### src/pemq_pkg.sv
// Package for the priority evicting message queue.
// Holds widths, reset values, result kinds, register indexes and level bands.
// No dependencies.
package pemq_pkg;

    localparam int unsigned QueueDepth  = 64;
    localparam int unsigned PayloadBits = 32;
    localparam int unsigned MaxBatch    = 64;
    localparam int unsigned NumLevels   = 6;

    localparam int unsigned LevelW = 3;
    localparam int unsigned KindW  = 2;
    localparam int unsigned CountW = 32;
    localparam int unsigned CfgW   = 7;
    localparam int unsigned IdxW   = 3;
    localparam int unsigned LimitW = 7;

    localparam logic [KindW-1:0] KindStatus = 2'd0;
    localparam logic [KindW-1:0] KindEntry  = 2'd1;
    localparam logic [KindW-1:0] KindEmpty  = 2'd2;

    localparam logic [IdxW-1:0] RegMinLevel   = 3'd0;
    localparam logic [IdxW-1:0] RegQueueLimit = 3'd1;
    localparam logic [IdxW-1:0] RegDropLow    = 3'd2;
    localparam logic [IdxW-1:0] RegBatchSize  = 3'd3;
    localparam logic [IdxW-1:0] RegPanicMode  = 3'd4;

    localparam logic [LevelW-1:0] LevelDebug = 3'd1;
    localparam logic [LevelW-1:0] LevelInfo  = 3'd2;
    localparam logic [LevelW-1:0] LevelWarn  = 3'd3;
    localparam logic [LevelW-1:0] LevelFatal = 3'd5;

    localparam logic [LimitW-1:0] ResetQueueLimit = 7'd64;
    localparam logic [LimitW-1:0] ResetBatchSize  = 7'd64;

    // Control from the sequencer to every cell in the chain.
    typedef struct packed {
        logic       pop;        // whole chain shifts toward the head
        logic       evict;      // cells at or past the victim shift down
        logic       append;     // cell at the tail position loads the push
    } t_chain_ctl;

    // Eviction band of a level: 3 = trace/debug, 2 = info, 1 = warn, 0 = none.
    function automatic logic [1:0] band_of(input logic [LevelW-1:0] lvl);
        logic [1:0] b;
        begin
            if (lvl <= LevelDebug) begin
                b = 2'd3;
            end else if (lvl == LevelInfo) begin
                b = 2'd2;
            end else if (lvl == LevelWarn) begin
                b = 2'd1;
            end else begin
                b = 2'd0;
            end
            return b;
        end
    endfunction

endpackage

### src/priority_evicting_message_queue.sv
// Top level of the priority evicting message queue.
// Chain of pemq_cell storage cells plus the command sequencer.
// Depends on pemq_pkg and pemq_cell.
//
//  channel  direction  handshake           payload
//  in       input      i_valid / o_stall   command, level, payload
//  out      output     o_valid / i_stall   kind ... last
//  cfg      input      i_cfg_we            i_cfg_index, i_cfg_data
//
// In a push, victim search, gap closing and append happen together in the cell
// chain, and its result beat leaves on the next cycle unless its level is fatal.
// A drain or fatal flush emits one entry per cycle while the output is not stalled, one chain shift each.
// Input is stalled while an item is in work or any result beat is held.
// Reset clears fill, drop counters and registers; cell contents are left.
module priority_evicting_message_queue #(
    parameter int unsigned QUEUE_DEPTH  = pemq_pkg::QueueDepth,
    parameter int unsigned PAYLOAD_BITS = pemq_pkg::PayloadBits,
    parameter int unsigned MAX_BATCH    = pemq_pkg::MaxBatch
) (
    input  logic                          i_clk,
    input  logic                          i_rst_n,
    input  logic                          i_valid,
    output logic                          o_stall,
    input  logic                          i_command,
    input  logic [pemq_pkg::LevelW-1:0]   i_level,
    input  logic [PAYLOAD_BITS-1:0]       i_payload,
    output logic                          o_valid,
    input  logic                          i_stall,
    output logic [pemq_pkg::KindW-1:0]    o_kind,
    output logic [pemq_pkg::LevelW-1:0]   o_out_level,
    output logic [PAYLOAD_BITS-1:0]       o_out_payload,
    output logic                          o_enqueued,
    output logic                          o_dropped,
    output logic                          o_evicted,
    output logic [pemq_pkg::LevelW-1:0]   o_evicted_level,
    output logic [pemq_pkg::CountW-1:0]   o_total_drops,
    output logic [pemq_pkg::CountW-1:0]   o_level_drops,
    output logic [pemq_pkg::LimitW-1:0]   o_fill,
    output logic                          o_last,
    input  logic                          i_cfg_we,
    input  logic [pemq_pkg::IdxW-1:0]     i_cfg_index,
    input  logic [pemq_pkg::CfgW-1:0]     i_cfg_data
);

    localparam int unsigned FillW  = $clog2(QUEUE_DEPTH + 1);
    localparam int unsigned BatchW = $clog2(MAX_BATCH + 1);
    localparam int unsigned LW     = pemq_pkg::LevelW;
    localparam int unsigned CW     = pemq_pkg::CountW;
    localparam logic [CW-1:0] CountMax = '1;

    typedef enum logic [2:0] {
        S_IDLE  = 3'b001,
        S_FLUSH = 3'b010,
        S_OUT   = 3'b100
    } t_state;

    // configuration
    logic [LW-1:0]                  r_min_level;
    logic [pemq_pkg::LimitW-1:0]    r_queue_limit;
    logic                           r_drop_low;
    logic [pemq_pkg::LimitW-1:0]    r_batch_size;
    logic                           r_panic;

    always_ff @(posedge i_clk) begin
        if (!i_rst_n) begin
            r_min_level   <= '0;
            r_queue_limit <= pemq_pkg::ResetQueueLimit;
            r_drop_low    <= 1'b0;
            r_batch_size  <= pemq_pkg::ResetBatchSize;
            r_panic       <= 1'b0;
        end else if (i_cfg_we) begin
            case (i_cfg_index)
                pemq_pkg::RegMinLevel:   r_min_level   <= i_cfg_data[LW-1:0];
                pemq_pkg::RegQueueLimit: r_queue_limit <= i_cfg_data;
                pemq_pkg::RegDropLow:    r_drop_low    <= i_cfg_data[0];
                pemq_pkg::RegBatchSize:  r_batch_size  <= i_cfg_data;
                pemq_pkg::RegPanicMode:  r_panic       <= i_cfg_data[0];
                default: ;
            endcase
        end
    end

    // cell chain
    logic [LW-1:0]            w_level   [QUEUE_DEPTH];
    logic [PAYLOAD_BITS-1:0]  w_payload [QUEUE_DEPTH];
    logic [QUEUE_DEPTH-1:0]   w_past_victim;
    logic [QUEUE_DEPTH-1:0]   w_at_tail;
    pemq_pkg::t_chain_ctl     w_ctl;

    logic [FillW-1:0]         r_fill, n_fill;
    logic [FillW-1:0]         w_tail_pos;

    for (genvar g = 0; g < QUEUE_DEPTH; g++) begin : g_cell
        logic [LW-1:0]           up_level;
        logic [PAYLOAD_BITS-1:0] up_payload;
        if (g == QUEUE_DEPTH - 1) begin : g_top
            assign up_level   = w_level[g];
            assign up_payload = w_payload[g];
        end else begin : g_mid
            assign up_level   = w_level[g+1];
            assign up_payload = w_payload[g+1];
        end
        assign w_at_tail[g] = (w_tail_pos == FillW'(g));
        pemq_cell #(.PAYLOAD_BITS(PAYLOAD_BITS)) u_cell (
            .i_clk         (i_clk),
            .i_ctl         (w_ctl),
            .i_at_tail     (w_at_tail[g]),
            .i_past_victim (w_past_victim[g]),
            .i_up_level    (up_level),
            .i_up_payload  (up_payload),
            .i_new_level   (i_level),
            .i_new_payload (i_payload),
            .o_level       (w_level[g]),
            .o_payload     (w_payload[g])
        );
    end

    // Victim search: per cell band, then the newest cell of the highest band.
    logic [QUEUE_DEPTH-1:0] w_in_band [3];
    logic [QUEUE_DEPTH-1:0] w_newest  [3];
    logic [2:0]             w_band_any;
    logic [QUEUE_DEPTH-1:0] w_victim;

    for (genvar g = 0; g < QUEUE_DEPTH; g++) begin : g_band
        logic [1:0] b;
        assign b = pemq_pkg::band_of(w_level[g]);
        assign w_in_band[0][g] = (FillW'(g) < r_fill) && (b == 2'd3);
        assign w_in_band[1][g] = (FillW'(g) < r_fill) && (b == 2'd2);
        assign w_in_band[2][g] = (FillW'(g) < r_fill) && (b == 2'd1);
    end

    for (genvar k = 0; k < 3; k++) begin : g_newest
        // newest = highest set bit: bit g set and no higher set bit
        logic [QUEUE_DEPTH-1:0] higher;
        for (genvar g = 0; g < QUEUE_DEPTH; g++) begin : g_bit
            if (g == QUEUE_DEPTH - 1) begin : g_end
                assign higher[g] = 1'b0;
            end else begin : g_rest
                assign higher[g] = higher[g+1] | w_in_band[k][g+1];
            end
            assign w_newest[k][g] = w_in_band[k][g] & ~higher[g];
        end
        assign w_band_any[k] = |w_in_band[k];
    end

    always_comb begin
        if (w_band_any[0]) begin
            w_victim = w_newest[0];
        end else if (w_band_any[1]) begin
            w_victim = w_newest[1];
        end else begin
            w_victim = w_newest[2];
        end
    end

    // cells at or above the victim shift down by one
    for (genvar g = 0; g < QUEUE_DEPTH; g++) begin : g_past
        if (g == 0) begin : g_first
            assign w_past_victim[g] = w_victim[g];
        end else begin : g_next
            assign w_past_victim[g] = w_past_victim[g-1] | w_victim[g];
        end
    end

    logic [LW-1:0] w_victim_level;
    always_comb begin
        w_victim_level = '0;
        for (int unsigned j = 0; j < QUEUE_DEPTH; j++) begin
            w_victim_level = w_victim_level | (w_victim[j] ? w_level[j] : '0);
        end
    end

    // sequencer
    t_state                   r_state, n_state;
    logic [CW-1:0]            r_total, n_total;
    logic [CW-1:0]            r_lvl_cnt [pemq_pkg::NumLevels];
    logic [BatchW-1:0]        r_left, n_left;

    logic                     r_valid, n_valid;
    logic [pemq_pkg::KindW-1:0] r_kind, n_kind;
    logic [LW-1:0]            r_olevel, n_olevel;
    logic [PAYLOAD_BITS-1:0]  r_opay, n_opay;
    logic                     r_enq, n_enq, r_drp, n_drp, r_ev, n_ev;
    logic [LW-1:0]            r_evl, n_evl;
    logic [CW-1:0]            r_ld, n_ld;
    logic [FillW-1:0]         r_ofill, n_ofill;
    logic                     r_last, n_last;

    logic                     w_accept, w_out_free;
    logic                     w_bump;
    logic [FillW-1:0]         w_limit;
    logic [BatchW-1:0]        w_batch;
    logic                     w_lvl_ok;
    logic [CW-1:0]            w_cur_ld;

    assign w_accept   = i_valid && !o_stall;
    assign w_out_free = !r_valid || !i_stall;
    assign o_stall    = (r_state != S_IDLE) || r_valid;
    assign w_lvl_ok   = (i_level < LW'(pemq_pkg::NumLevels));
    assign w_cur_ld   = w_lvl_ok ? r_lvl_cnt[i_level] : '0;

    always_comb begin
        if (32'(r_queue_limit) > QUEUE_DEPTH) begin
            w_limit = FillW'(QUEUE_DEPTH);
        end else begin
            w_limit = FillW'(r_queue_limit);
        end
        if (32'(r_batch_size) > MAX_BATCH) begin
            w_batch = BatchW'(MAX_BATCH);
        end else begin
            w_batch = BatchW'(r_batch_size);
        end
    end

    always_comb begin
        n_state = r_state;
        n_fill  = r_fill;
        n_total = r_total;
        n_left  = r_left;
        n_valid = r_valid && i_stall;
        n_kind  = r_kind;   n_olevel = r_olevel; n_opay = r_opay;
        n_enq   = r_enq;    n_drp    = r_drp;    n_ev   = r_ev;
        n_evl   = r_evl;    n_ld     = r_ld;     n_ofill = r_ofill;
        n_last  = r_last;
        w_ctl      = '0;
        w_tail_pos = r_fill;
        w_bump     = 1'b0;

        case (r_state)
            S_IDLE: begin
                if (w_accept) begin
                    n_valid  = 1'b1;
                    n_olevel = i_level;
                    n_opay   = i_payload;
                    n_enq = 1'b0; n_drp = 1'b0; n_ev = 1'b0; n_evl = '0;
                    n_ld  = w_cur_ld;
                    n_ofill = r_fill;
                    n_last  = 1'b1;
                    n_kind  = pemq_pkg::KindStatus;
                    if (i_command) begin
                        n_ld = '0;
                        n_olevel = '0;
                        n_opay   = '0;
                        if (r_fill == '0) begin
                            n_kind = pemq_pkg::KindEmpty;
                        end else begin
                            n_valid = 1'b0;
                            n_left  = w_batch;
                            n_state = S_FLUSH;
                        end
                    end else if (!w_lvl_ok || i_level < r_min_level) begin
                        n_kind = pemq_pkg::KindStatus;
                    end else if (r_panic) begin
                        n_kind = pemq_pkg::KindEntry;
                    end else begin
                        if (r_fill < w_limit) begin
                            w_ctl.append = 1'b1;
                            n_fill = r_fill + 1'b1;
                            n_enq  = 1'b1;
                        end else begin
                            n_drp  = 1'b1;
                            w_bump = 1'b1;
                            if (r_drop_low && (|w_band_any)) begin
                                w_ctl.evict  = 1'b1;
                                w_ctl.append = 1'b1;
                                w_tail_pos   = r_fill - 1'b1;
                                n_ev  = 1'b1;
                                n_evl = w_victim_level;
                                n_enq = 1'b1;
                            end
                            if (r_total != CountMax) begin
                                n_total = r_total + 1'b1;
                            end
                            if (w_cur_ld != CountMax) begin
                                n_ld = w_cur_ld + 1'b1;
                            end
                        end
                        n_ofill = n_fill;
                        if (i_level == pemq_pkg::LevelFatal) begin
                            n_valid = 1'b0;
                            n_left  = w_batch;
                            n_state = S_OUT;
                        end
                    end
                end
            end
            // fatal push: decide between flush and status beat
            S_OUT: begin
                if (r_fill == '0 || r_left == '0) begin
                    n_valid = 1'b1;
                    n_kind  = pemq_pkg::KindStatus;
                    n_last  = 1'b1;
                    n_state = S_IDLE;
                end else begin
                    n_state = S_FLUSH;
                end
            end
            S_FLUSH: begin
                if (r_fill == '0 || r_left == '0) begin
                    n_state = S_IDLE;
                end else if (w_out_free) begin
                    w_ctl.pop = 1'b1;
                    n_valid   = 1'b1;
                    n_kind    = pemq_pkg::KindEntry;
                    n_olevel  = w_level[0];
                    n_opay    = w_payload[0];
                    n_fill    = r_fill - 1'b1;
                    n_ofill   = r_fill - 1'b1;
                    n_left    = r_left - 1'b1;
                    n_last    = (r_fill == FillW'(1)) || (r_left == BatchW'(1));
                    if (n_last) begin
                        n_state = S_IDLE;
                    end
                end
            end
            default: n_state = S_IDLE;
        endcase
    end

    always_ff @(posedge i_clk) begin
        if (!i_rst_n) begin
            r_state <= S_IDLE;
            r_fill  <= '0;
            r_total <= '0;
            r_valid <= 1'b0;
            r_left  <= '0;
            for (int unsigned j = 0; j < pemq_pkg::NumLevels; j++) begin
                r_lvl_cnt[j] <= '0;
            end
        end else begin
            r_state <= n_state;
            r_fill  <= n_fill;
            r_total <= n_total;
            r_valid <= n_valid;
            r_left  <= n_left;
            if (w_bump && r_lvl_cnt[i_level] != CountMax) begin
                r_lvl_cnt[i_level] <= r_lvl_cnt[i_level] + 1'b1;
            end
        end
    end

    always_ff @(posedge i_clk) begin
        r_kind   <= n_kind;   r_olevel <= n_olevel; r_opay <= n_opay;
        r_enq    <= n_enq;    r_drp    <= n_drp;    r_ev   <= n_ev;
        r_evl    <= n_evl;    r_ld     <= n_ld;     r_ofill <= n_ofill;
        r_last   <= n_last;
    end

    assign o_valid         = r_valid;
    assign o_kind          = r_kind;
    assign o_out_level     = r_olevel;
    assign o_out_payload   = r_opay;
    assign o_enqueued      = r_enq;
    assign o_dropped       = r_drp;
    assign o_evicted       = r_ev;
    assign o_evicted_level = r_evl;
    assign o_level_drops   = r_ld;
    assign o_fill          = pemq_pkg::LimitW'(r_ofill);
    assign o_last          = r_last;
    // total is sampled live: no drop can land while a beat is shown
    assign o_total_drops   = r_total;

endmodule

### src/pemq_cell.sv
// One storage cell of the queue chain: a level and a payload.
// Shifts from its upper neighbor on pop or evict, loads the push on append.
// Depends on pemq_pkg.
module pemq_cell #(
    parameter int unsigned PAYLOAD_BITS = pemq_pkg::PayloadBits
) (
    input  logic                          i_clk,
    input  pemq_pkg::t_chain_ctl          i_ctl,
    input  logic                          i_at_tail,
    input  logic                          i_past_victim,
    input  logic [pemq_pkg::LevelW-1:0]   i_up_level,
    input  logic [PAYLOAD_BITS-1:0]       i_up_payload,
    input  logic [pemq_pkg::LevelW-1:0]   i_new_level,
    input  logic [PAYLOAD_BITS-1:0]       i_new_payload,
    output logic [pemq_pkg::LevelW-1:0]   o_level,
    output logic [PAYLOAD_BITS-1:0]       o_payload
);

    logic [pemq_pkg::LevelW-1:0] r_level, n_level;
    logic [PAYLOAD_BITS-1:0]     r_payload, n_payload;

    always_comb begin
        n_level   = r_level;
        n_payload = r_payload;
        if (i_ctl.pop || (i_ctl.evict && i_past_victim)) begin
            n_level   = i_up_level;
            n_payload = i_up_payload;
        end
        if (i_ctl.append && i_at_tail) begin
            n_level   = i_new_level;
            n_payload = i_new_payload;
        end
    end

    always_ff @(posedge i_clk) begin
        r_level   <= n_level;
        r_payload <= n_payload;
    end

    assign o_level   = r_level;
    assign o_payload = r_payload;

endmodule

### config.mk
export PLATFORM = sky130hd
export DESIGN_NAME = priority_evicting_message_queue
export DESIGN_NICKNAME = d
export VERILOG_FILES = /design/src/pemq_pkg.sv /design/src/priority_evicting_message_queue.sv /design/src/pemq_cell.sv
export SDC_FILE = /design/constraint.sdc
export NUM_CORES = 2
export LEC_CHECK = 0
export BUFFER_PORTS_ARGS = -buffer_cell sky130_fd_sc_hd__buf_4
export CAP_MARGIN = 20
export CORE_MARGIN = 4
export CORE_UTILIZATION = 45
export CTS_BUF_LIST = sky130_fd_sc_hd__clkbuf_8
export CTS_CLUSTER_SIZE = 8
export DETAILED_ROUTE_END_ITERATION = 6
export GPL_ROUTABILITY_DRIVEN = 0
export PLACE_DENSITY = 0.72
export REMOVE_ABC_BUFFERS = 1
export SLEW_MARGIN = 30
export SYNTH_ARGS = -nofsm -noshare
export SYNTH_HDL_FRONTEND = slang
export SYNTH_SLANG_ARGS = --single-unit
### constraint.sdc
create_clock -name i_clk -period 7.21 [get_ports i_clk]
set_input_delay 0.3605 -clock i_clk [delete_from_list [all_inputs] [get_ports i_clk]]
set_output_delay 0.3605 -clock i_clk [all_outputs]
set_load 0.02 [all_outputs]
Word-level counts from Yosys, hierarchy flattened
Memories as Yosys holds them, arrays and structs flattened.
Index checks and enable logic that the tools add are counted.
- word-level logic and storage cells: 2483
- output and inout port bits: 117
- register bits: 2392
- input port bits: 51
- RAM bits: 192
- memories: 1
- memories (memory ; words ; width ; read ports ; clocked after memory_dff ; wr ports ; line ; RTL):
    r_lvl_cnt ; 6 ; 32 ; 1 ; 0 ; 6 ; priority_evicting_message_queue.sv:176 ; logic [CW-1:0] r_lvl_cnt [pemq_pkg::NumLevels];
- reduce and logical (&&, ||, !) cells: 482
- order comparisons: 133
- $add $sub $neg: 6
- multiplexer cells: 612
- bitwise operators: 694
- eq/ne operators: 407
- operators with widths (kind ; count):
    32-bit 2-to-1 mux ; 136
    3-bit 2-to-1 mux ; 204
    3-bit by 2-bit == test with 1-bit output, second input constant ; 131
    1-bit logical AND ; 323
    2-bit 2-to-1 mux ; 141
    2-bit == test, second input constant ; 128
    1-bit bitwise OR ; 248
    7-bit by 6-bit == test with 1-bit output, second input constant ; 32
    6-bit by 7-bit less-than comparator with 1-bit output, first input constant ; 32
    1-bit NOT ; 194
    3-bit by 1-bit less-or-equal comparator with 1-bit output, second input constant ; 64
    192-bit OR reduction ; 1
    1-bit AND ; 189
    3-bit bitwise OR ; 63
    7-bit 2-to-1 mux ; 24
    2-bit by 1-bit == test with 1-bit output, second input constant ; 64
    64-bit 2-to-1 mux ; 2
    2-bit nonzero test ; 64
    64-bit OR reduction ; 2
    7-bit by 5-bit == test with 1-bit output, second input constant ; 16
    5-bit by 7-bit less-than comparator with 1-bit output, first input constant ; 16
    1-bit 2-to-1 mux ; 97
    32-bit by 1-bit adder with 32-bit output, second input constant ; 3
    32-bit inequality test, second input constant ; 3
    other kinds (39) ; 157

Depth between registers and ports, before layout
- word-level depth: 138
- gate-level depth with buffers: 23
- depth with buffers taken out: 15

Modules after synthesis
A second synthesis with hierarchy kept.
- cells, all modules: 7945
- area, all modules: 130830.5 µm²
- modules (own cells, without submodules) (module ; cells an instance ; instances ; area an instance (µm²) ; seq. area each (µm²)):
    pemq_cell ; 76 ; 64 ; 1607.8 ; 1051.0
    priority_evicting_message_queue ; 3081 ; 1 ; 27931.8 ; 11561.1

Least setup slack after synthesis
No wires, ideal clock.
- path type: register to register
- from: reg r_fill[6]
- to: reg g_cell[55].u_cell.r_level (netlist bit g_cell[55].u_cell.o_level[0]), enable pin
- cell stages (with the launch flop): 19
- period minus slack after synthesis: 6896 ps
- required time: 6734 ps
- arrival: 6420 ps
- buffers on the path: 5
- setup slack: 314 ps
- cells stage by stage: dfxtp_1 buf_2 buf_6 or3_1 a22o_1 or4_4 nor3_2 nand3_1 or3_1 buf_2 nor2_1 clkbuf_1 clkbuf_1 a31oi_1 o311ai_0 nor3_1 nand3b_1 nor3_2 o21ai_0
- longest elaborated chain between the ends: 126
- elaborated cells between the ends (all ways): 865
- those cells by class: 1 x add/sub; 65 x order compare; 1 x eq/ne; 19 x mux; 577 x bitwise; 202 x reduce/logical
- RTL lines (item ; line ; RTL):
    start: declaration ; priority_evicting_message_queue.sv:90 ; logic [FillW-1:0] r_fill, n_fill;
    start signal: assignment ; priority_evicting_message_queue.sv:332 ; r_fill <= n_fill;
    6-bit by 7-bit less-than comparator with 1-bit output ; priority_evicting_message_queue.sv:127, priority_evicting_message_queue.sv:128, priority_evicting_message_queue.sv:129 ;
    1-bit logical AND (on tied branches) ; priority_evicting_message_queue.sv:129, priority_evicting_message_queue.sv:128 ;
    1-bit bitwise OR (62 in a row) ; priority_evicting_message_queue.sv:139 ; assign higher[g] = higher[g+1] | w_in_band[k][g+1];
    1-bit NOT ; priority_evicting_message_queue.sv:141 ; assign w_newest[k][g] = w_in_band[k][g] & ~higher[g];
    1-bit AND ; priority_evicting_message_queue.sv:141 ;
    64-bit 2-to-1 mux ; priority_evicting_message_queue.sv:149 ; end else if (w_band_any[1]) begin
    64-bit 2-to-1 mux ; priority_evicting_message_queue.sv:147 ; if (w_band_any[0]) begin
    1-bit bitwise OR (55 in a row) ; priority_evicting_message_queue.sv:161 ; assign w_past_victim[g] = w_past_victim[g-1] | w_victim[g];
    1-bit logical AND ; pemq_cell.sv:25 ; if (i_ctl.pop || (i_ctl.evict && i_past_victim)) begin
    1-bit logical OR ; pemq_cell.sv:25 ;
    2-bit nonzero test (no source line) (*) ; -- ;
    end signal: assignment ; pemq_cell.sv:36 ; r_level <= n_level;
    end: declaration ; pemq_cell.sv:19 ; logic [pemq_pkg::LevelW-1:0] r_level, n_level;
Every way passes the cells marked *; elsewhere a longest branch is shown, timed or not.
A chain may end at the register's enable or synchronous reset.

Final worst setup path
- from: reg r_fill[2]
- to: reg g_cell[17].u_cell.r_payload[14], enable pin
- longest elaborated chain between the ends: 88
- elaborated cells between the ends (all ways): 599
- those cells by class: 1 x add/sub; 65 x order compare; 1 x eq/ne; 19 x mux; 311 x bitwise; 202 x reduce/logical
- RTL lines (item ; line ; RTL):
    6-bit by 7-bit less-than comparator with 1-bit output ; priority_evicting_message_queue.sv:127, priority_evicting_message_queue.sv:128, priority_evicting_message_queue.sv:129 ;
    1-bit logical AND (on tied branches) ; priority_evicting_message_queue.sv:129, priority_evicting_message_queue.sv:128 ;
    1-bit bitwise OR (62 in a row) ; priority_evicting_message_queue.sv:139 ;
    1-bit NOT ; priority_evicting_message_queue.sv:141 ;
    1-bit AND ; priority_evicting_message_queue.sv:141 ;
    64-bit 2-to-1 mux ; priority_evicting_message_queue.sv:149 ;
    64-bit 2-to-1 mux ; priority_evicting_message_queue.sv:147 ;
    1-bit bitwise OR (17 in a row) ; priority_evicting_message_queue.sv:161 ;
    1-bit logical AND ; pemq_cell.sv:25 ;
    1-bit logical OR ; pemq_cell.sv:25 ;
    2-bit nonzero test (no source line) (*) ; -- ;
    end signal: assignment ; pemq_cell.sv:37 ; r_payload <= n_payload;
    end: declaration ; pemq_cell.sv:20 ; logic [PAYLOAD_BITS-1:0] r_payload, n_payload;
Marked as above.

==> flow_metrics.tcl <==
set metrics [dict create \
    cap_viol_max_count 0 \
    initial_core_util 0.453 \
    crit_type "reg2reg" \
    chipWidth_um 531 \
    track_usage 0.214 \
    rsz0062_at_grt "false" \
    cts.sinks 2648 \
    multi_input_area_um2 41300 \
    fin_skew_ns 0.124 \
    min_from "i_payload[10]" \
    async_flop_share 0 \
    ff_latch_area_um2 78800 \
    grt_pass1_vias 73900 \
    netlist.area_leader.share 0.630 \
    vias 73300 \
    grt_max_degree 68 \
    finalSetupTns_ns 0 \
    totalPowerFinal_w 0.0313 \
    port_buffers 167 \
    synth_top_flop_cell "edfxtp_1" \
    slowest_delay_ns 0.93 \
    tightest_slew_ns 1.06 \
    hold_viol 0 \
    r2r_cells 13 \
    ys.warnings.count 0 \
    cp-end-kind "flip-flop" \
    grt_pass1_wl_mm 464 \
    leakagePower_nw 46.7 \
    areaGrowthSynthToFinish_pct 10.6 \
    coreArea_um2 271000 \
    cts_buffers 415 \
    cts_max_path_buffers 4 \
    cpMostUsedCell "nand3_1" \
    setup_ws_ns 0.0687 \
    hp-class "in2reg" \
    final_nets 8471 \
    hpwlAfterDp_mm 195 \
    cts_root_buffer "clkbuf_8" \
    power_density_nw_per_um2 230 \
    hold-path-endpoint "o_out_payload[10]" \
    place_ws_ns 0.258 \
    synth_area_leaders "edfxtp_1 63%, mux2_2 17%, mux2_1 2.5%" \
    grt_overflow_total 0 \
    peakVddDrop_mv 0.184 \
    yosysSeqAreaShare 0.641 \
    synth_cell_types 126 \
    drt-pass1-iter-count 7 \
    cp.buffers_inverters 1 \
    synth_cells 8095 \
    fillers 22200 \
    syn_area_um2 123000 \
    cp.arrival_ns 7.74 \
    dieArea_um2 282000 \
    via_per_inst 5.99 \
    relSlewSlack 0.286 \
    io_pins 168 \
    htree_levels 5 \
    wirelength_mm 309 \
    clock_latency_ns 1.04 \
    ys_seq_elements 2648 \
    fmax_ghz 0.140 \
    violations "DRC" \
    cp_max_fo 35 \
    antenna_found_initial 28 \
    period_minus_slack_ns 7.14 \
    status "complete, but fails checks" \
    critPathRequiredTime_ns 7.81 \
    yosys.area.top_type "edfxtp_1" \
    whs_path_depth 3 \
    cts_tree "built" \
    drt_iter0_drc 9735 \
    routedWlPerCell_um 25.2 \
    drive_gt1_frac 0.347 \
    rows 191 \
    timing.rr.start "r_fill[2]" \
    drtAntennaViolNets 0 \
    path_cells "o21ai_1 > a211oi_1 > or4_4 > nor3_2 > nand3_1 > or3_1 > o41ai_4 > nor2_2 > o22ai_2 > nor2b_1 > nand2_2 > nand3_1 > buf_4" \
    cp-start-kind "flip-flop" \
    reg2reg_to "g_cell[17].u_cell.o_payload[14]" \
    slowest_stage "o21ai_1" \
    ff2ff_setup_slack_ns 0.07 \
    synth_edf_count 2579 \
    fin_crit_sh 0.990 \
    syn_area_per_cell_um2 15.2 \
    cpLargestDelayFamily "simple AND/OR/NAND/NOR gates" \
    final_max_slew_viol_count 0 \
    route.detailed.drc 1790 \
    setup_viol 0 \
    path_clk_slew_ns 0.06 \
    die-height_um 531 \
]
[tightest hold or removal path, stage by stage]
cell and delay (ns):
buf_4 0.23, nand3b_1 0.17, nand2_1 0.06
[synth_stat cells, types with 48 or more instances]
| library cell | n |
|---|---|
| edfxtp_1 | 2579 |
| mux2_2 | 1823 |
| nand2_1 | 452 |
| nor2_1 | 383 |
| clkbuf_1 | 314 |
| mux2_1 | 274 |
| buf_2 | 208 |
| o21ai_0 | 166 |
| nand3_1 | 123 |
| inv_1 | 99 |
| nor3_1 | 86 |
| a21oi_1 | 80 |
| nand4_1 | 77 |
| dfxtp_1 | 69 |
| mux4_2 | 64 |
| xnor2_1 | 61 |
| or3_1 | 56 |
| nand3b_1 | 52 |
| a211oi_1 | 51 |
| and3_1 | 49 |
| buf_4 | 48 |
| nor4_1 | 48 |
[cell type report]
type                    instances  share of cell area
clock buffers                 423              0.0428
diodes                         14            0.000258
inverters                      99             0.00274
multi-input cells            4761               0.304
repair buffers                477              0.0299
well taps                    3570              0.0328
clock inverters               257             0.00824
flip-flops and latches       2648               0.580
[stage by stage]
stage                     hold WS, ns  instance area (µm²)  utilization  std cells
final                          0.0477               136000        0.501      12200
after CTS                      0.0332               136000        0.499      12200
after floorplan                 0.439               120000            -       7508
after global placement          0.458               128000        0.472      11500
after detailed placement        0.464               128000        0.473      11500
after global routing           0.0136               136000        0.501      12200
[report_power, final]
group,switching [W],internal (W),leakage (nW)
combinational,0.00224,0.000903,18.4
sequential,0.000124,0.0170,24.1
clock,0.00562,0.00539,4.11
[worst max-delay path by stage]
stage | slack, ns | to | depth (start not counted) | start
4_1_cts | 0.17 | g_cell[52].u_cell.o_payload[1] | 16 | r_fill[6]
3_3_place_gp | 0.46 | g_cell[13].u_cell.o_payload[0] | 16 | r_fill[6]
2_1_floorplan | -2.29 | g_cell[55].u_cell.o_level[0] | 13 | r_fill[6]
3_5_place_dp | 0.26 | g_cell[52].u_cell.o_payload[31] | 16 | r_fill[6]
5_1_grt | 0.08 | g_cell[50].u_cell.o_payload[8] | 17 | r_fill[0]
6_report | 0.07 | g_cell[17].u_cell.o_payload[14] | 13 | r_fill[2]
[what timing repair did]
item | CTS | global route
resized for setup | 0 | 3
hold buffers | 35 | 9
hold endpoints to repair | 63 | 13
setup buffers | 0 | 2
endpoints found under the setup margin | 0 | 151
[cells by family after synthesis]
family,count (synthesis),share of synthesized area
buf+inv,750,0.0287
other cells,1,0.0000305
flops,2648,0.641
mux,2236,0.211
fa+ha+maj,18,0.00183
xor+xnor,95,0.00677
compound gates,691,0.0400
simple gates,1656,0.0706
[sequential cells by signal (all words and copies together) (netlist names), 2 cells and up]
signal and cells:
r_lvl_cnt 256, r_left 7, o_total_drops 32, r_min_level 3, o_level_drops 32, o_fill 7
r_batch_size 7, o_out_payload 32, g_cell.u_cell.o_payload 2048, r_state 3, o_kind 2, o_evicted_level 3
r_fill 7, g_cell.u_cell.o_level 192, o_out_level 3, r_queue_limit 7
[routing by layer]
layer | up-vias | part of all wire | wire, µm | track usage
met4 | 12 | 0.045 | 14000 | 0.0889
li1 | 31800 | - | - | -
met3 | 1142 | 0.10 | 31600 | 0.0621
met1 | 36400 | 0.40 | 123000 | 0.281
met2 | 3978 | 0.45 | 140000 | 0.331
met5 | - | 0.0013 | 416 | 0.00786
[layout by cell type, fill, tap and decap left out, drive strengths merged, types with 29 or more instances in the layout]
cell type | netlist | routed
nor3 | 91 | 91
dfxtp | 69 | 69
buf | 337 | 433
inv | 99 | 267
or4 | 29 | 29
a211oi | 52 | 52
o21ai | 179 | 179
dlygate4sd3 | 0 | 44
o211ai | 30 | 30
and3 | 49 | 49
nand2 | 469 | 469
nor2b | 44 | 44
mux2i | 42 | 42
a31oi | 44 | 44
mux2 | 2130 | 2130
conb | 1 | 65
edfxtp | 2579 | 2579
a21oi | 84 | 84
and2 | 46 | 46
a21boi | 32 | 32
mux4 | 64 | 64
nand4 | 79 | 79
or3 | 56 | 56
o31ai | 33 | 33
nand3b | 53 | 53
clkinv | 0 | 79
nor4 | 61 | 61
nand3 | 125 | 125
nor2 | 388 | 388
xnor2 | 61 | 61
clkbuf | 314 | 423
nand2b | 32 | 32
a2111oi | 33 | 33
xor2 | 34 | 34
Power figures use the tool's default switching activity.
